File: config.mk
export PLATFORM = sky130hd
export DESIGN_NAME = register_frame_builder_crc16
export DESIGN_NICKNAME = d
export VERILOG_FILES = /design/src/rtl/rfb_pkg.sv /design/src/rtl/register_frame_builder_crc16.sv /design/src/rtl/rfb_front.sv /design/src/rtl/rfb_queue.sv /design/src/rtl/rfb_back.sv
export SDC_FILE = /design/constraint.sdc
export NUM_CORES = 1
export LEC_CHECK = 0
export ABC_AREA = 1
export BUFFER_PORTS_ARGS = -buffer_cell sky130_fd_sc_hd__buf_2
export CELL_PAD_IN_SITES_DETAIL_PLACEMENT = 0
export CELL_PAD_IN_SITES_GLOBAL_PLACEMENT = 1
export CORE_MARGIN = 3
export CORE_UTILIZATION = 40
export DETAILED_ROUTE_END_ITERATION = 6
export PLACE_DENSITY = 0.87
export SLEW_MARGIN = 20
export SYNTH_ARGS = -nofsm -noshare
export SYNTH_HDL_FRONTEND = slang
export SYNTH_SLANG_ARGS = --single-unit
File: constraint.sdc
create_clock -name clk -period 2.8 [get_ports clk]
set_clock_uncertainty 0.15 [all_clocks]
set_input_delay 0.84 -clock clk [delete_from_list [all_inputs] [get_ports clk]]
set_output_delay 0.84 -clock clk [all_outputs]
set_load 0.02 [all_outputs]
File: src/rtl/rfb_pkg.sv
`default_nettype none

package rfb_pkg;

  localparam int unsigned RFB_QUEUE_DEPTH = 4;

  localparam logic [15:0] CRC_INIT = 16'hFFFF;
  localparam logic [15:0] CRC_POLY = 16'hA001;

  // configuration register indexes
  localparam logic [1:0] CFG_SLAVE_ADDRESS  = 2'd0;
  localparam logic [1:0] CFG_ACCESS_TYPE    = 2'd1;
  localparam logic [1:0] CFG_PARAMETER_CODE = 2'd2;

  typedef struct packed {
    logic [7:0] data;
    logic       last;
    logic       first;
  } item_t;

  typedef enum logic [2:0] {
    PH_HEAD,
    PH_ACC,
    PH_PHI,
    PH_PLO,
    PH_BODY,
    PH_CRCLO,
    PH_CRCHI
  } phase_t;

  typedef struct packed {
    logic       emit;
    logic [7:0] data;
    logic       fend;
    logic       deq;
    logic       init;
    logic       fold;
  } emit_ctl_t;

  // reflected crc-16, one byte, lsb first
  function automatic logic [15:0] crc16_byte(input logic [15:0] crc_in, input logic [7:0] b);
    logic [15:0] c;
    c = crc_in ^ {8'h00, b};
    for (int k = 0; k < 8; k++) begin
      if (c[0]) begin
        c = (c >> 1) ^ CRC_POLY;
      end else begin
        c = c >> 1;
      end
    end
    return c;
  endfunction

endpackage

`default_nettype wire

File: src/rtl/register_frame_builder_crc16.sv
// Frame builder with crc-16/modbus trailer. Payload beats go in through push/full, each
// with a last mark; frame bytes come out through empty/pop, one byte per beat. The first
// payload beat of a frame is preceded by slave_address, access_type and parameter_code
// (high, low); the last is followed by the crc low byte and then the crc high byte, which
// carries frame_end. The output side moves one byte per cycle through a single output
// register, as long as pop drains it; a mid-frame beat yields one byte, a frame's first
// beat five and its last beat three. The input side takes a beat every cycle while the
// QUEUE_DEPTH-entry queue between front and back has room; the first byte a beat causes
// passes through that queue and the output register before it shows on the result ports.
// Configuration writes are taken every cycle (cfg_ready is always high) and the prefix
// registers are read as the prefix goes out.
`default_nettype none

module register_frame_builder_crc16
  import rfb_pkg::*;
#(
  parameter int unsigned QUEUE_DEPTH = RFB_QUEUE_DEPTH
) (
  input  wire logic        clk,
  input  wire logic        rst,
  input  wire logic        push,
  output logic             full,
  input  wire logic [7:0]  payload_byte,
  input  wire logic        payload_last,
  output logic             empty,
  input  wire logic        pop,
  output logic [7:0]       frame_byte,
  output logic             frame_end,
  input  wire logic        cfg_valid,
  output logic             cfg_ready,
  input  wire logic [1:0]  cfg_index,
  input  wire logic [15:0] cfg_data
);

  logic [7:0]  slave_address;
  logic [7:0]  access_type;
  logic [15:0] parameter_code;
  logic        accept;
  item_t       front_item;
  item_t       head;
  logic        head_valid;
  logic        head_pop;

  assign cfg_ready = 1'b1;
  assign accept    = push && !full;

  always_ff @(posedge clk) begin
    if (rst) begin
      slave_address  <= 8'd3;
      access_type    <= 8'd6;
      parameter_code <= 16'd0;
    end else if (cfg_valid && cfg_ready) begin
      case (cfg_index)
        CFG_SLAVE_ADDRESS:  slave_address  <= cfg_data[7:0];
        CFG_ACCESS_TYPE:    access_type    <= cfg_data[7:0];
        CFG_PARAMETER_CODE: parameter_code <= cfg_data;
        default: begin
          // index beyond the register list: dropped
        end
      endcase
    end
  end

  rfb_front u_front (
    .clk          (clk),
    .rst          (rst),
    .accept       (accept),
    .payload_byte (payload_byte),
    .payload_last (payload_last),
    .item         (front_item)
  );

  rfb_queue #(
    .DEPTH (QUEUE_DEPTH)
  ) u_queue (
    .clk      (clk),
    .rst      (rst),
    .wr_en    (accept),
    .wr_item  (front_item),
    .full     (full),
    .rd_valid (head_valid),
    .rd_item  (head),
    .rd_en    (head_pop)
  );

  rfb_back u_back (
    .clk            (clk),
    .rst            (rst),
    .head_valid     (head_valid),
    .head           (head),
    .head_pop       (head_pop),
    .slave_address  (slave_address),
    .access_type    (access_type),
    .parameter_code (parameter_code),
    .frame_byte     (frame_byte),
    .frame_end      (frame_end),
    .empty          (empty),
    .pop            (pop)
  );

endmodule

`default_nettype wire

File: src/rtl/rfb_front.sv
`default_nettype none

module rfb_front
  import rfb_pkg::*;
(
  input  wire logic       clk,
  input  wire logic       rst,
  input  wire logic       accept,
  input  wire logic [7:0] payload_byte,
  input  wire logic       payload_last,
  output item_t           item
);

  logic in_frame;
  logic in_frame_next;

  always_comb begin
    in_frame_next = in_frame;
    if (accept) begin
      in_frame_next = !payload_last;
    end
  end

  always_ff @(posedge clk) begin
    if (rst) begin
      in_frame <= 1'b0;
    end else begin
      in_frame <= in_frame_next;
    end
  end

  // first beat of a frame gets the prefix in the back end
  assign item.data  = payload_byte;
  assign item.last  = payload_last;
  assign item.first = !in_frame;

endmodule

`default_nettype wire

File: src/rtl/rfb_queue.sv
`default_nettype none

module rfb_queue
  import rfb_pkg::*;
#(
  parameter int unsigned DEPTH = RFB_QUEUE_DEPTH
) (
  input  wire logic  clk,
  input  wire logic  rst,
  input  wire logic  wr_en,
  input  wire item_t wr_item,
  output logic       full,
  output logic       rd_valid,
  output item_t      rd_item,
  input  wire logic  rd_en
);

  localparam int unsigned PtrW = (DEPTH > 1) ? $clog2(DEPTH) : 1;
  localparam int unsigned CntW = $clog2(DEPTH + 1);
  localparam logic [PtrW-1:0] LastPtr = PtrW'(DEPTH - 1);
  localparam logic [CntW-1:0] FullCnt = CntW'(DEPTH);

  item_t           entries [DEPTH];
  logic [PtrW-1:0] wr_ptr;
  logic [PtrW-1:0] rd_ptr;
  logic [CntW-1:0] count;
  logic [PtrW-1:0] wr_ptr_next;
  logic [PtrW-1:0] rd_ptr_next;
  logic [CntW-1:0] count_next;

  assign full     = (count == FullCnt);
  assign rd_valid = (count != '0);
  assign rd_item  = entries[rd_ptr];

  always_comb begin
    wr_ptr_next = wr_ptr;
    rd_ptr_next = rd_ptr;
    count_next  = count;
    if (wr_en) begin
      wr_ptr_next = (wr_ptr == LastPtr) ? '0 : wr_ptr + 1'b1;
    end
    if (rd_en) begin
      rd_ptr_next = (rd_ptr == LastPtr) ? '0 : rd_ptr + 1'b1;
    end
    if (wr_en && !rd_en) begin
      count_next = count + 1'b1;
    end else if (!wr_en && rd_en) begin
      count_next = count - 1'b1;
    end
  end

  always_ff @(posedge clk) begin
    if (rst) begin
      wr_ptr <= '0;
      rd_ptr <= '0;
      count  <= '0;
    end else begin
      wr_ptr <= wr_ptr_next;
      rd_ptr <= rd_ptr_next;
      count  <= count_next;
    end
  end

  always_ff @(posedge clk) begin
    if (wr_en) begin
      entries[wr_ptr] <= wr_item;
    end
  end

endmodule

`default_nettype wire

File: src/rtl/rfb_back.sv
`default_nettype none

module rfb_back
  import rfb_pkg::*;
(
  input  wire logic        clk,
  input  wire logic        rst,
  input  wire logic        head_valid,
  input  wire item_t       head,
  output logic             head_pop,
  input  wire logic [7:0]  slave_address,
  input  wire logic [7:0]  access_type,
  input  wire logic [15:0] parameter_code,
  output logic [7:0]       frame_byte,
  output logic             frame_end,
  output logic             empty,
  input  wire logic        pop
);

  phase_t      state;
  phase_t      state_next;
  emit_ctl_t   ctl;
  logic [15:0] crc;
  logic [15:0] crc_next;
  logic        out_valid;
  logic        out_valid_next;
  logic        out_ready;
  logic        fire;

  assign out_ready = !out_valid || pop;
  assign fire      = ctl.emit && out_ready;
  assign head_pop  = ctl.deq && fire;
  assign empty     = !out_valid;

  // what goes out this cycle
  always_comb begin
    ctl      = '0;
    ctl.data = head.data;
    ctl.fold = 1'b1;
    case (state)
      PH_HEAD: begin
        if (head_valid) begin
          ctl.emit = 1'b1;
          if (head.first) begin
            ctl.data = slave_address;
            ctl.init = 1'b1;
          end else begin
            ctl.deq = 1'b1;
          end
        end
      end
      PH_ACC: begin
        ctl.emit = 1'b1;
        ctl.data = access_type;
      end
      PH_PHI: begin
        ctl.emit = 1'b1;
        ctl.data = parameter_code[15:8];
      end
      PH_PLO: begin
        ctl.emit = 1'b1;
        ctl.data = parameter_code[7:0];
      end
      PH_BODY: begin
        ctl.emit = head_valid;
        ctl.deq  = 1'b1;
      end
      PH_CRCLO: begin
        ctl.emit = 1'b1;
        ctl.data = crc[7:0];
        ctl.fold = 1'b0;
      end
      PH_CRCHI: begin
        ctl.emit = 1'b1;
        ctl.data = crc[15:8];
        ctl.fend = 1'b1;
        ctl.fold = 1'b0;
      end
      default: begin
        ctl.emit = 1'b0;
      end
    endcase
  end

  always_comb begin
    state_next = state;
    if (fire) begin
      case (state)
        PH_HEAD: begin
          if (head.first) begin
            state_next = PH_ACC;
          end else if (head.last) begin
            state_next = PH_CRCLO;
          end
        end
        PH_ACC:   state_next = PH_PHI;
        PH_PHI:   state_next = PH_PLO;
        PH_PLO:   state_next = PH_BODY;
        PH_BODY:  state_next = head.last ? PH_CRCLO : PH_HEAD;
        PH_CRCLO: state_next = PH_CRCHI;
        PH_CRCHI: state_next = PH_HEAD;
        default:  state_next = PH_HEAD;
      endcase
    end
  end

  always_comb begin
    crc_next = crc;
    if (fire && ctl.fold) begin
      crc_next = crc16_byte(ctl.init ? CRC_INIT : crc, ctl.data);
    end
  end

  always_comb begin
    out_valid_next = out_valid;
    if (fire) begin
      out_valid_next = 1'b1;
    end else if (pop) begin
      out_valid_next = 1'b0;
    end
  end

  always_ff @(posedge clk) begin
    if (rst) begin
      state     <= PH_HEAD;
      crc       <= CRC_INIT;
      out_valid <= 1'b0;
    end else begin
      state     <= state_next;
      crc       <= crc_next;
      out_valid <= out_valid_next;
    end
  end

  always_ff @(posedge clk) begin
    if (fire) begin
      frame_byte <= ctl.data;
      frame_end  <= ctl.fend;
    end
  end

endmodule

`default_nettype wire

== Yosys cells after proc, flatten, opt, wreduce, memory -nomap -nowiden ==
Memories as Yosys holds them, arrays and structs flattened. A register that Yosys moved wholly into a read port is not among the register bits.
Index checks and enable logic that the tools add are counted.
Operators by class
  multiplexer cells: 41
  equality and inequality tests: 12
  reduce and logical (&&, ||, !) cells: 24
  bitwise logic cells: 9
  $add $sub $neg: 4
Operators by type and width (number)
  16-bit 2-to-1 mux: 16
  8-bit case mux with 6 select lines: 1
  2-bit NOT with 3-bit output: 8
  3-bit case mux with 6 select lines: 1
  16-bit by 8-bit XOR with 16-bit output: 1
  3-bit 2-to-1 mux: 5
  3-bit equality test (second input constant): 4
  2-bit 2-to-1 mux: 5
  1-bit 2-to-1 mux: 9
  9-bit 2-to-1 mux: 1
  8-bit 2-to-1 mux: 1
  2-bit AND reduction: 4
  2-bit equality test (second input constant): 3
  3-bit by 2-bit equality test with 1-bit output (second input constant): 2
  1-bit logical AND: 6
  1-bit zero test: 6
  5-bit OR reduction: 1
  2-bit by 1-bit adder with 2-bit output (second input constant): 2
  2-bit nonzero test: 2
  3-bit by 1-bit adder with 3-bit output (second input constant): 1
  3-bit by 1-bit equality test with 1-bit output (second input constant): 1
  3-bit zero test: 1
  3-bit by 2-bit inequality test with 1-bit output (second input constant): 1
  1-bit case mux with 3 select lines: 1
  other kinds (7): 7
Storage, ports and cells
  word-level logic and storage cells: 103
  input bits: 32
  bits in writable memories: 40
  register bits after elaboration: 69
  memories kept: 1
  output and inout port bits: 12
Memories
  u_queue.entries: words 4, bits a word 10, read ports 1, clocked after memory_dff 1, wr ports 1, RTL line rfb_queue.sv:23  | item_t entries [DEPTH];

== Longest topological paths before layout ==
Gate-level depths: netlist of run 1.
  word-level depth: 28
  gate-level depth with buffers: 20
  gate-level depth less buffers: 20

== Cells and area by module ==
From an unflattened synthesis of run 1, not the netlist that was laid out.
Second synthesis, totals
  cell total of the unflattened synthesis: 714
  area total of the unflattened synthesis: 5625.4 um2
Modules (own cells, without submodules)
  rfb_back: cells an instance 336, area an instance 2194.6 um2, sequential area each 670.6 um2, times used 1
  rfb_queue: cells an instance 157, area an instance 1960.6 um2, sequential area each 1381.3 um2, times used 1
  register_frame_builder_crc16: cells an instance 205, area an instance 1360.1 um2, sequential area each 640.6 um2, times used 1
  rfb_front: cells an instance 16, area an instance 110.1 um2, sequential area each 20.0 um2, times used 1

== Worst setup path before layout of run 1 ==
Ideal clock, no wire load.
  path kind: input to register
  start: input pop
  end: register u_queue.count[1]
  slack: -0.011 ns
  stages on the path: 8
  data required time: 2.531 ns
  library setup time: 0.119 ns
  arrival time: 2.542 ns
  path buffers: 0
  path through: inv_1 -> a21oi_1 -> nand2_1 -> ha_1 -> inv_1 -> fa_1 -> o21ai_0 -> a21oi_1
On the way
  cells in the longest elaborated chain, start to end: 6
  elaborated cells between the ends (all ways): 8
  classes of those cells: mux: 1; reduce/logical: 7
RTL lines
  from (decl): RTL line register_frame_builder_crc16.sv:26  | input wire logic pop,
  1-bit logical OR: RTL line rfb_back.sv:30  | assign out_ready = !out_valid || pop;
  1-bit logical AND: RTL line rfb_back.sv:31  | assign fire = ctl.emit && out_ready;
  via u_back.fire: RTL line rfb_back.sv:28  | logic fire;
  1-bit logical AND: RTL line rfb_back.sv:32  | assign head_pop = ctl.deq && fire;
  1-bit zero test: RTL line rfb_queue.sv:45  | if (wr_en && !rd_en) begin
  1-bit logical AND: RTL line rfb_queue.sv:45
  3-bit 2-to-1 mux: RTL line rfb_queue.sv:45
  via u_queue.count_next[1]: RTL line rfb_queue.sv:29  | logic [CntW-1:0] count_next;
  to (signal assigned): RTL line rfb_queue.sv:60  | count <= count_next;
  to (decl): RTL line rfb_queue.sv:26  | logic [CntW-1:0] count;
The timed path passes the listed nets, and every way through them passes these cells.
A chain may end at the register's enable or synchronous reset.

== Worst setup path in the final report of run 1 ==
  start: register u_back.state[1]
  end: register u_back.crc[15]
On the way
  cells in the longest elaborated chain, start to end: 20
  elaborated cells between the ends (all ways): 39
  classes of those cells: eq/ne: 6; mux: 20; bitwise: 8; reduce/logical: 5
RTL lines
  from (decl): RTL line rfb_back.sv:20  | phase_t state;
  from (signal assigned): RTL line rfb_back.sv:129  | state <= state_next;
  branches (longest 20 deep; another with 16-bit by 8-bit XOR with 16-bit output)
  to (signal assigned): RTL line rfb_back.sv:130  | crc <= crc_next;
  to (decl): RTL line rfb_back.sv:23  | logic [15:0] crc;
Parallel ways; which one is timed is not known. The select of a mux whose other input is x is not followed.

==> impl_metrics.xml, run 1 <==
<?xml version="1.0" encoding="UTF-8"?>
<metrics>
  <group name="logic_synthesis">
    <metric name="synthCells" unit="">652</metric>
    <metric name="mappedNetlistArea" unit="sq um">5220</metric>
    <metric name="ys_warn_count" unit="">0</metric>
    <metric name="netlist-cell-type-count" unit="">38</metric>
    <metric name="synth.yosys.seq_area_share" unit="%">51.9</metric>
    <metric name="syn_nets" unit="">691</metric>
    <metric name="post_synth_top_area_cell" unit="">sky130_fd_sc_hd__edfxtp_1</metric>
    <metric name="synth_area_per_cell" unit="sq um">8.01</metric>
    <metric name="post_synth_main_area_contributors" unit="">sky130_fd_sc_hd__edfxtp_1, sky130_fd_sc_hd__dfxtp_1, sky130_fd_sc_hd__nand2_1</metric>
    <metric name="synth-seq-cells" unit="">111</metric>
    <metric name="netlist.area_leader.share" unit="%">28.2</metric>
  </group>
  <group name="power">
    <metric name="vdd.ir_drop.worst" unit="V">0.000423</metric>
    <metric name="report.power.total" unit="mW">8.06</metric>
    <metric name="switching_share" unit="%">45.8</metric>
    <metric name="share_comb_of_total_power" unit="%">54.7</metric>
    <metric name="pint" unit="mW">4.37</metric>
    <metric name="switchingPower" unit="mW">3.69</metric>
    <metric name="p_leak" unit="nW">2.75</metric>
    <metric name="sequentialPowerShare" unit="%">28.8</metric>
    <metric name="p_per_area" unit="nW/um^2">1300</metric>
    <metric name="power.clock.fraction" unit="%">16.5</metric>
  </group>
  <group name="clocking">
    <metric name="numCtsBuffers" unit="">9</metric>
    <metric name="clock_sink_count" unit="">111</metric>
    <metric name="max-clock-path-buffers" unit="">2</metric>
    <metric name="path_clk_slew" unit="ns">0.07</metric>
    <metric name="clk_tree_root_cell" unit="">sky130_fd_sc_hd__clkbuf_16</metric>
    <metric name="cts_htree_levels" unit="">3</metric>
    <metric name="cts_tree" unit="">built</metric>
    <metric name="worstSkewPairLatency" unit="ns">0.35</metric>
  </group>
  <group name="worst_setup_path">
    <metric name="cpMaxStageDelayCell" unit="">sky130_fd_sc_hd__dfxtp_4</metric>
    <metric name="cp.required" unit="ns">2.87</metric>
    <metric name="regToRegStartpoint" unit="">u_back.state[1]$_SDFFE_PP0P_</metric>
    <metric name="cp_max_fo" unit="">10</metric>
    <metric name="regToRegEndpoint" unit="">u_back.crc[15]$_SDFFE_PP1P_</metric>
    <metric name="worst-r2r-setup-slack" unit="ns">0.24</metric>
    <metric name="timing.setup.critical_path_class" unit="">flip-flop to flip-flop</metric>
    <metric name="r2r_cells" unit="">17</metric>
    <metric name="critPathMostFrequentCell" unit="">sky130_fd_sc_hd__nand2_1</metric>
    <metric name="timing.critical_path.to_type" unit="">flip-flop</metric>
    <metric name="timing.critical_path.slowest_cell_delay" unit="ns">0.39</metric>
    <metric name="crit_arrival" unit="ns">2.62</metric>
    <metric name="critical_path.cell_chain" unit="">nor2_1, inv_1, nor2_4, buf_4, nand3_1, nand2_1, inv_1, nand3_1, nand2_1, nand2_1, nand2_1, nand2_1, nand2_1, nand2_1, nand3_1, nand3_1, o211ai_1</metric>
    <metric name="setup.worst_path.start_class" unit="">flip-flop</metric>
  </group>
  <group name="sta">
    <metric name="report.final.slew_viol_count" unit="">0</metric>
    <metric name="fin_worst_hold_slack" unit="ns">0.297</metric>
    <metric name="fin_tns_setup" unit="ns">0</metric>
    <metric name="maxClockFrequency" unit="MHz">391</metric>
    <metric name="final-hold-violation-count" unit="">0</metric>
    <metric name="minimum_clock_period" unit="ns">2.56</metric>
    <metric name="finalSetupViolations" unit="">0</metric>
    <metric name="period_share" unit="%">91.3</metric>
  </group>
  <group name="layout">
    <metric name="n_antenna_cell" unit="">0</metric>
    <metric name="most-common-layout-cells" unit="">sky130_fd_sc_hd__nand2_1, sky130_fd_sc_hd__nor2_1, sky130_fd_sc_hd__inv_1</metric>
    <metric name="regArea" unit="sq um">2720</metric>
    <metric name="net_total_in_the_final_layout" unit="">762</metric>
    <metric name="leading_cell_type_in_the_layout_fill_and_taps_excluded" unit="">sky130_fd_sc_hd__nand2_1</metric>
    <metric name="multi_input_comb_area" unit="sq um">2160</metric>
    <metric name="fraction_of_final_layout_cells_with_drive_strength_greater_than_1" unit="%">17.4</metric>
    <metric name="layout.filler_cells" unit="">1218</metric>
    <metric name="area_delta_synth_final" unit="%">18.9</metric>
    <metric name="final_core_util" unit="%">49.0</metric>
  </group>
  <group name="placed_design">
    <metric name="detailedPlacementHpwl" unit="um">9580</metric>
    <metric name="portBuffers" unit="">42</metric>
    <metric name="globalplace.congestion" unit="">0.871</metric>
  </group>
  <group name="die">
    <metric name="design.die.area" unit="sq um">14500</metric>
    <metric name="die_w" unit="um">120</metric>
    <metric name="core_area" unit="sq um">12700</metric>
    <metric name="initial_standard_cell_utilization_of_the_core" unit="%">41.2</metric>
    <metric name="floorplan.rows" unit="">41</metric>
    <metric name="die_h" unit="um">120</metric>
    <metric name="floorplan.io_pins" unit="">44</metric>
  </group>
  <group name="grt">
    <metric name="grt_antenna_before_repair" unit="">0</metric>
    <metric name="grt_usage" unit="%">18.4</metric>
    <metric name="first_global_vias" unit="">4267</metric>
    <metric name="grt_first_pass_wirelength" unit="um">21000</metric>
    <metric name="overall_overflow_remaining_after_global_route" unit="">0</metric>
    <metric name="maximum_number_of_pins_on_one_net_before_global_route_repair" unit="">49</metric>
  </group>
  <group name="route">
    <metric name="vias" unit="">4596</metric>
    <metric name="detail_route.wl_per_cell" unit="um">14.6</metric>
    <metric name="number_of_routed_nets_with_antenna_violations" unit="">0</metric>
    <metric name="detailedRoute.firstPassIterationCount" unit="">5</metric>
    <metric name="detailedRoute.firstIterationViolations" unit="">353</metric>
    <metric name="detail_route.wirelength" unit="um">13100</metric>
    <metric name="drc" unit="">0</metric>
    <metric name="via_per_inst" unit="">5.11</metric>
  </group>
  <group name="hold_path">
    <metric name="holdCritStartpoint" unit="">parameter_code[15]$_SDFFE_PP0P_</metric>
    <metric name="hold_critical_path_depth" unit="">2</metric>
    <metric name="min_path_type" unit="">flip-flop to flip-flop</metric>
    <metric name="worst_hold_path.endpoint" unit="">parameter_code[15]$_SDFFE_PP0P_</metric>
  </group>
  <group name="job">
    <metric name="drv_cap" unit="">0</metric>
  </group>
  <group name="outcome">
    <metric name="status" unit="">finished, final reports clean</metric>
  </group>
</metrics>
[cells in the mapped netlist]
library cell and number:
sky130_fd_sc_hd__nand2_1 131, sky130_fd_sc_hd__nor2_1 91, sky130_fd_sc_hd__inv_1 71, sky130_fd_sc_hd__o21ai_0 67, sky130_fd_sc_hd__dfxtp_1 62, sky130_fd_sc_hd__edfxtp_1 49, sky130_fd_sc_hd__nand3_1 48, sky130_fd_sc_hd__a21oi_1 41
sky130_fd_sc_hd__clkbuf_1 14, sky130_fd_sc_hd__o22ai_1 10, sky130_fd_sc_hd__o211ai_1 9, sky130_fd_sc_hd__nand4_1 8, sky130_fd_sc_hd__ha_1 6, sky130_fd_sc_hd__inv_2 6, sky130_fd_sc_hd__buf_2 5, sky130_fd_sc_hd__nor3_1 5
sky130_fd_sc_hd__buf_4 3, sky130_fd_sc_hd__nand3_2 3, sky130_fd_sc_hd__nand3b_1 2, sky130_fd_sc_hd__nor2_4 2, sky130_fd_sc_hd__o21ai_1 2, sky130_fd_sc_hd__a211oi_1 1, sky130_fd_sc_hd__a221oi_1 1, sky130_fd_sc_hd__a31oi_1 1
sky130_fd_sc_hd__a32o_1 1, sky130_fd_sc_hd__buf_6 1, sky130_fd_sc_hd__clkinv_1 1, sky130_fd_sc_hd__conb_1 1, sky130_fd_sc_hd__fa_1 1, sky130_fd_sc_hd__nand2_2 1, sky130_fd_sc_hd__nand3_4 1, sky130_fd_sc_hd__nor2_2 1
sky130_fd_sc_hd__nor3b_1 1, sky130_fd_sc_hd__o211a_1 1, sky130_fd_sc_hd__o21a_1 1, sky130_fd_sc_hd__o31ai_1 1, sky130_fd_sc_hd__or2_1 1, sky130_fd_sc_hd__xor2_1 1
[power by group through the flow]
| stage | logic, mW | registers (mW) | clock network [mW] |
|---|---|---|---|
| after floorplan | 2.82 | 2.35 | 0 |
| after global placement | 4.01 | 2.33 | 0 |
| after detailed placement | 4.09 | 2.34 | 0 |
| after CTS | 4.12 | 2.31 | 1.36 |
| after global routing | 4.96 | 2.35 | 1.42 |
| final | 4.41 | 2.32 | 1.33 |
[registers in the layout, summed over array words and instances, names as in the netlist, named ones only]
name and count:
u_queue.entries 40, u_queue.wr_ptr 2, u_back.state 3, access_type 8, u_front.in_frame 1, u_queue.rd_ptr 2, u_back.frame_byte 8, u_back.out_valid 1
u_queue.count 3, u_back.frame_end 1, slave_address 8, parameter_code 16, u_back.crc 16
[layer usage]
layer / part of all wire, % / global-route usage (%)
met1: 45 / 24.7
met2: 47 / 30.1
met4: 1.9 / 6.94
met5: 0 / 0
met3: 5.9 / 2.90
[per-stage QoR]
| stage | area, sq um | instances | setup WS, ns |
|---|---|---|---|
| global placement | 5770 | 874 | 0.104 |
| global route | 6210 | 900 | -0.00254 |
| detailed placement | 5770 | 874 | 0.0721 |
| finish | 6210 | 900 | 0.244 |
| floorplan | 5230 | 652 | 0.254 |
| CTS | 6090 | 890 | 0.0567 |
[repair_timing]
item / CTS / global route
hold buffers: 0 / 0
resized for setup: 0 / 16
buffers inserted: 0 / 8
endpoints found under the setup margin: 0 / 5
[kinds of logic after synthesis]
group | share of synthesized area, %
other cells | 0.0718
fa+ha+maj | 1.82
flops | 51.9
xor+xnor | 0.168
compound gates | 14.1
simple gates | 24.1
buf+inv | 7.74
[worst max-delay path, delay by kind of cell (launching register included)]
| kind | cells | cell delay (ns) |
|---|---|---|
| flops | 1 | 0.39 |
| simple gates | 13 | 1.46 |
| compound gates | 1 | 0.09 |
| buf+inv | 3 | 0.34 |
[worst max path at each step]
stage / end / cells after the start / start / slack [ns]
final: u_back.crc[15]$_SDFFE_PP1P_ / 17 / u_back.state[1]$_SDFFE_PP0P_ / 0.24
after global routing: u_back.crc[15]$_SDFFE_PP1P_ / 18 / u_back.state[1]$_SDFFE_PP0P_ / -0.003
after CTS: u_back.crc[0]$_SDFFE_PP1P_ / 18 / u_back.state[1]$_SDFFE_PP0P_ / 0.06
after detailed placement: u_back.crc[15]$_SDFFE_PP1P_ / 16 / u_back.state[1]$_SDFFE_PP0P_ / 0.07
after global placement: u_back.crc[0]$_SDFFE_PP1P_ / 18 / u_back.state[1]$_SDFFE_PP0P_ / 0.10
after floorplan: u_queue.count[1]$_SDFFE_PP0P_ / 8 / pop / 0.25
[area by class of cell]
class | instances | share of cell area (%)
Clock buffer | 9 | 3.63
Inverter | 78 | 4.71
Timing Repair Buffer | 81 | 8.10
Tap cell | 172 | 3.47
Multi-Input combinational cell | 442 | 34.8
Sequential cell | 111 | 43.8
Clock inverter | 7 | 1.45
Note: power is estimated with default switching activity, not from simulation.
==> inputs of run 2 (changes only) <==
--- a/config.mk
+++ b/config.mk
@@ -5,14 +5,13 @@
 export SDC_FILE = /design/constraint.sdc
 export NUM_CORES = 1
 export LEC_CHECK = 0
-export ABC_AREA = 1
 export BUFFER_PORTS_ARGS = -buffer_cell sky130_fd_sc_hd__buf_2
 export CELL_PAD_IN_SITES_DETAIL_PLACEMENT = 0
 export CELL_PAD_IN_SITES_GLOBAL_PLACEMENT = 1
 export CORE_MARGIN = 3
-export CORE_UTILIZATION = 40
+export CORE_UTILIZATION = 43
 export DETAILED_ROUTE_END_ITERATION = 6
-export PLACE_DENSITY = 0.87
+export PLACE_DENSITY = 0.88
 export SLEW_MARGIN = 20
 export SYNTH_ARGS = -nofsm -noshare
 export SYNTH_HDL_FRONTEND = slang
==> run 2 against run 1 <==
The run now ends with negative setup slack left. Sequential cell count is the same. Critical path depth fell by 6. Synthesized area shrank 1.5%. Non-clock buffer count increased by 23. Combinational power grew 12%. Sequential power down 3%. First-iteration DRC count down 42%. Wire length shrank 10%. Die area fell by 8.0%. Synthesized cell count down 28%. Hold slack better by 0.012 ns. Via count down 18%. Critical endpoint is now u_back.crc[0]$_SDFFE_PP1P_. Largest cell class unchanged.
==> impl_metrics.xml, run 2 <==
<?xml version="1.0" encoding="UTF-8"?>
<metrics>
  <group name="outcome">
    <metric name="status" unit="">finished, violations left</metric>
    <metric name="failed_checks" unit="">negative setup slack</metric>
  </group>
  <group name="grt">
    <metric name="maximum_number_of_pins_on_one_net_before_global_route_repair" unit="">44</metric>
    <metric name="grt_antenna_before_repair" unit="">0</metric>
    <metric name="grt_usage" unit="%">18.3</metric>
    <metric name="first_global_vias" unit="">3701</metric>
    <metric name="grt_first_pass_wirelength" unit="um">18500</metric>
    <metric name="overall_overflow_remaining_after_global_route" unit="">0</metric>
  </group>
  <group name="hold_path">
    <metric name="min_path_type" unit="">flip-flop to flip-flop</metric>
    <metric name="holdCritStartpoint" unit="">parameter_code[12]$_SDFFE_PP0P_</metric>
  </group>
  <group name="worst_setup_path">
    <metric name="setup.worst_path.start_class" unit="">flip-flop</metric>
    <metric name="beginning_of_the_critical_path" unit="">u_queue.entries[3][0]$_DFFE_PP_</metric>
    <metric name="timing.critical_path.to_type" unit="">flip-flop</metric>
    <metric name="regToRegStartpoint" unit="">u_queue.entries[3][0]$_DFFE_PP_</metric>
    <metric name="crit_arrival" unit="ns">3.17</metric>
    <metric name="cp.required" unit="ns">2.88</metric>
    <metric name="timing.setup.critical_path_class" unit="">flip-flop to flip-flop</metric>
    <metric name="cp_max_fo" unit="">3</metric>
  </group>
  <group name="job">
    <metric name="drv_cap" unit="">0</metric>
  </group>
  <group name="sta">
    <metric name="rsz0062_at_grt" unit="">true</metric>
    <metric name="fin_tns_setup" unit="ns">-0.753</metric>
    <metric name="setup_ws" unit="ns">-0.293</metric>
    <metric name="final-hold-violation-count" unit="">0</metric>
    <metric name="report.final.slew_viol_count" unit="">0</metric>
    <metric name="relSlewSlack" unit="%">53.2</metric>
    <metric name="minimum_clock_period" unit="ns">3.09</metric>
    <metric name="maxClockFrequency" unit="MHz">323</metric>
    <metric name="finalSetupViolations" unit="">3</metric>
    <metric name="timing_worst_slew_pin_value" unit="ns">0.700</metric>
    <metric name="period_share" unit="%">110</metric>
  </group>
  <group name="logic_synthesis">
    <metric name="count_leader_synth" unit="">sky130_fd_sc_hd__dfxtp_1</metric>
    <metric name="number_of_flops_mapped_to_enable_cells_by_yosys" unit="">49</metric>
    <metric name="synth_top_cells_by_count" unit="">sky130_fd_sc_hd__dfxtp_1, sky130_fd_sc_hd__nor2_1, sky130_fd_sc_hd__edfxtp_1, sky130_fd_sc_hd__nand2_1, sky130_fd_sc_hd__a21oi_1</metric>
    <metric name="synthCells" unit="">469</metric>
    <metric name="synth-seq-cells" unit="">111</metric>
    <metric name="post_synth_top_area_cell" unit="">sky130_fd_sc_hd__edfxtp_1</metric>
    <metric name="ys_warn_count" unit="">0</metric>
    <metric name="async_reset_ff_share" unit="%">0</metric>
    <metric name="mappedNetlistArea" unit="sq um">5140</metric>
    <metric name="netlist.area_leader.share" unit="%">28.6</metric>
    <metric name="synth-main-ff-cell" unit="">sky130_fd_sc_hd__dfxtp_1</metric>
    <metric name="syn_nets" unit="">508</metric>
    <metric name="post_synth_main_area_contributors" unit="">sky130_fd_sc_hd__edfxtp_1, sky130_fd_sc_hd__dfxtp_1, sky130_fd_sc_hd__mux2i_1</metric>
    <metric name="netlist-cell-type-count" unit="">59</metric>
    <metric name="synth_area_per_cell" unit="sq um">11.0</metric>
    <metric name="synth.yosys.seq_area_share" unit="%">52.7</metric>
  </group>
  <group name="clocking">
    <metric name="cts_htree_levels" unit="">3</metric>
    <metric name="path_clk_slew" unit="ns">0.07</metric>
    <metric name="clk_tree_root_cell" unit="">sky130_fd_sc_hd__clkbuf_16</metric>
    <metric name="worstSkewPairLatency" unit="ns">0.36</metric>
    <metric name="clock_sink_count" unit="">111</metric>
    <metric name="max-clock-path-buffers" unit="">2</metric>
    <metric name="numCtsBuffers" unit="">9</metric>
    <metric name="cts_tree" unit="">built</metric>
  </group>
  <group name="power">
    <metric name="switching_share" unit="%">38.3</metric>
    <metric name="p_per_area" unit="nW/um^2">1350</metric>
    <metric name="switchingPower" unit="mW">3.26</metric>
    <metric name="power.clock.fraction" unit="%">15.3</metric>
    <metric name="vdd.ir_drop.worst" unit="V">0.000799</metric>
    <metric name="p_leak" unit="nW">2.57</metric>
    <metric name="sequentialPowerShare" unit="%">26.4</metric>
    <metric name="pint" unit="mW">5.24</metric>
    <metric name="share_comb_of_total_power" unit="%">58.3</metric>
  </group>
  <group name="layout">
    <metric name="top_register" unit="">u_queue.entries</metric>
    <metric name="largest_reg_flops" unit="">40</metric>
    <metric name="most-common-layout-cells" unit="">sky130_fd_sc_hd__dfxtp_1, sky130_fd_sc_hd__buf_4, sky130_fd_sc_hd__nor2_1</metric>
    <metric name="fraction_of_final_layout_cells_with_drive_strength_greater_than_1" unit="%">27.2</metric>
    <metric name="final_core_util" unit="%">54.6</metric>
    <metric name="multi_input_comb_area" unit="sq um">2360</metric>
    <metric name="design_area" unit="sq um">6310</metric>
    <metric name="net_total_in_the_final_layout" unit="">592</metric>
    <metric name="leading_cell_type_in_the_layout_fill_and_taps_excluded" unit="">sky130_fd_sc_hd__dfxtp_1</metric>
    <metric name="n_antenna_cell" unit="">0</metric>
    <metric name="regArea" unit="sq um">2720</metric>
    <metric name="stdcell_count" unit="">701</metric>
    <metric name="biggestRegsByFlops" unit="">u_queue.entries: 40 flops, parameter_code: 16 flops, u_back.crc: 16 flops</metric>
    <metric name="layout.filler_cells" unit="">967</metric>
    <metric name="area_delta_synth_final" unit="%">22.7</metric>
  </group>
  <group name="route">
    <metric name="detailedRoute.firstPassIterationCount" unit="">4</metric>
    <metric name="vias" unit="">3754</metric>
    <metric name="via_per_inst" unit="">5.36</metric>
    <metric name="detail_route.wl_per_cell" unit="um">16.8</metric>
    <metric name="drc" unit="">0</metric>
    <metric name="detail_route.wirelength" unit="um">11800</metric>
    <metric name="detailedRoute.firstIterationViolations" unit="">204</metric>
    <metric name="number_of_routed_nets_with_antenna_violations" unit="">0</metric>
  </group>
  <group name="die">
    <metric name="floorplan.rows" unit="">39</metric>
    <metric name="die_h" unit="um">115</metric>
    <metric name="core_area" unit="sq um">11600</metric>
    <metric name="floorplan.io_pins" unit="">44</metric>
    <metric name="die_w" unit="um">115</metric>
    <metric name="design.die.area" unit="sq um">13300</metric>
    <metric name="initial_standard_cell_utilization_of_the_core" unit="%">44.5</metric>
  </group>
  <group name="placed_design">
    <metric name="detailedPlacementHpwl" unit="um">8760</metric>
    <metric name="globalplace.congestion" unit="">0.909</metric>
    <metric name="postPlaceCellArea" unit="sq um">5890</metric>
    <metric name="portBuffers" unit="">42</metric>
    <metric name="place_inst" unit="">681</metric>
  </group>
</metrics>
## run 2: cell count changes in the layout (fill, tap and decap cells not counted), sizes merged, moves of 23 or more
cell / change
o21ai: -56
buf: +23
nand3: -52
nor2: -41
nand2: -83
inv: -68
mux2i: +27
## run 2: worst max-delay path, cell delays in order, from the launching register on
cell	delay, ns
sky130_fd_sc_hd__edfxtp_1	0.37
sky130_fd_sc_hd__mux4_2	0.51
sky130_fd_sc_hd__and3_4	0.19
sky130_fd_sc_hd__a221o_1	0.38
sky130_fd_sc_hd__buf_4	0.16
sky130_fd_sc_hd__nor3b_2	0.19
sky130_fd_sc_hd__a211oi_2	0.08
sky130_fd_sc_hd__xnor2_2	0.16
sky130_fd_sc_hd__xnor2_2	0.27
sky130_fd_sc_hd__xnor2_2	0.17
sky130_fd_sc_hd__mux2i_1	0.27
sky130_fd_sc_hd__nor4_2	0.07
## run 2: cells by family (layout without fill, tap and decap cells)
kind of cell	after synthesis	count (layout)	synth area share, %
AOI/OAI and AO/OA	87	87	11.7
xor gates and xnor gates	26	26	4.57
adders and majority gates	7	7	1.85
buffers and inverters	40	129	3.38
DFF	111	111	52.7
muxes	41	41	11.3
other	1	1	0.0729
and+or+nand+nor	156	156	14.4
## run 2: worst paths after layout
path	to	slack, ns	depth (start not counted)
max	u_back.crc[0]$_SDFFE_PP1P_	-0.29	11
min reg2reg	parameter_code[12]$_SDFFE_PP0P_	0.31	2
min	parameter_code[12]$_SDFFE_PP0P_	0.31	2
max reg2reg	u_back.crc[0]$_SDFFE_PP1P_	-0.29	11
## run 2: final cells by class
cell class | count | area share (%)
clock buffers | 9 | 3.57
flip-flops and latches | 111 | 43.0
clock inverters | 7 | 1.25
inverters | 9 | 0.535
well taps | 143 | 2.83
multi-input cells | 318 | 37.3
repair buffers | 104 | 11.5
## run 2: timing repair
item,4_1_cts,5_1_grt
endpoints found under the setup margin,4,8
gates cloned,0,0
buffers inserted,0,5
gates resized for setup,2,14
hold buffers,0,0
pin swaps,0,16
## run 2: power groups by stage
stage / Sequential [mW] / Clock, mW / Combinational, mW
3_3_place_gp: 2.27 / 0 / 4.47
4_1_cts: 2.24 / 1.32 / 4.63
3_5_place_dp: 2.28 / 0 / 4.58
6_report: 2.25 / 1.30 / 4.96
2_1_floorplan: 2.31 / 0 / 3.10
5_1_grt: 2.28 / 1.38 / 5.41
## run 2: per-layer routing
metal  vias up  GRT usage [%]  routed length (um)
met5         -              0                   0
met4         0           6.10                 280
met3        21           5.11                 633
met2        73           31.3                5970
met1      1821           22.4                4900
li1       1839              -                   -
## run 2: stage by stage
step	total power, mW	hold WS (ns)	setup slack (ns)
after detailed placement	6.85	0.299	-0.242
after global placement	6.74	0.297	-0.151
after floorplan	5.41	0.283	-0.420
final	8.50	0.309	-0.293
after CTS	8.20	0.309	-0.292
after global routing	9.07	0.328	-0.435
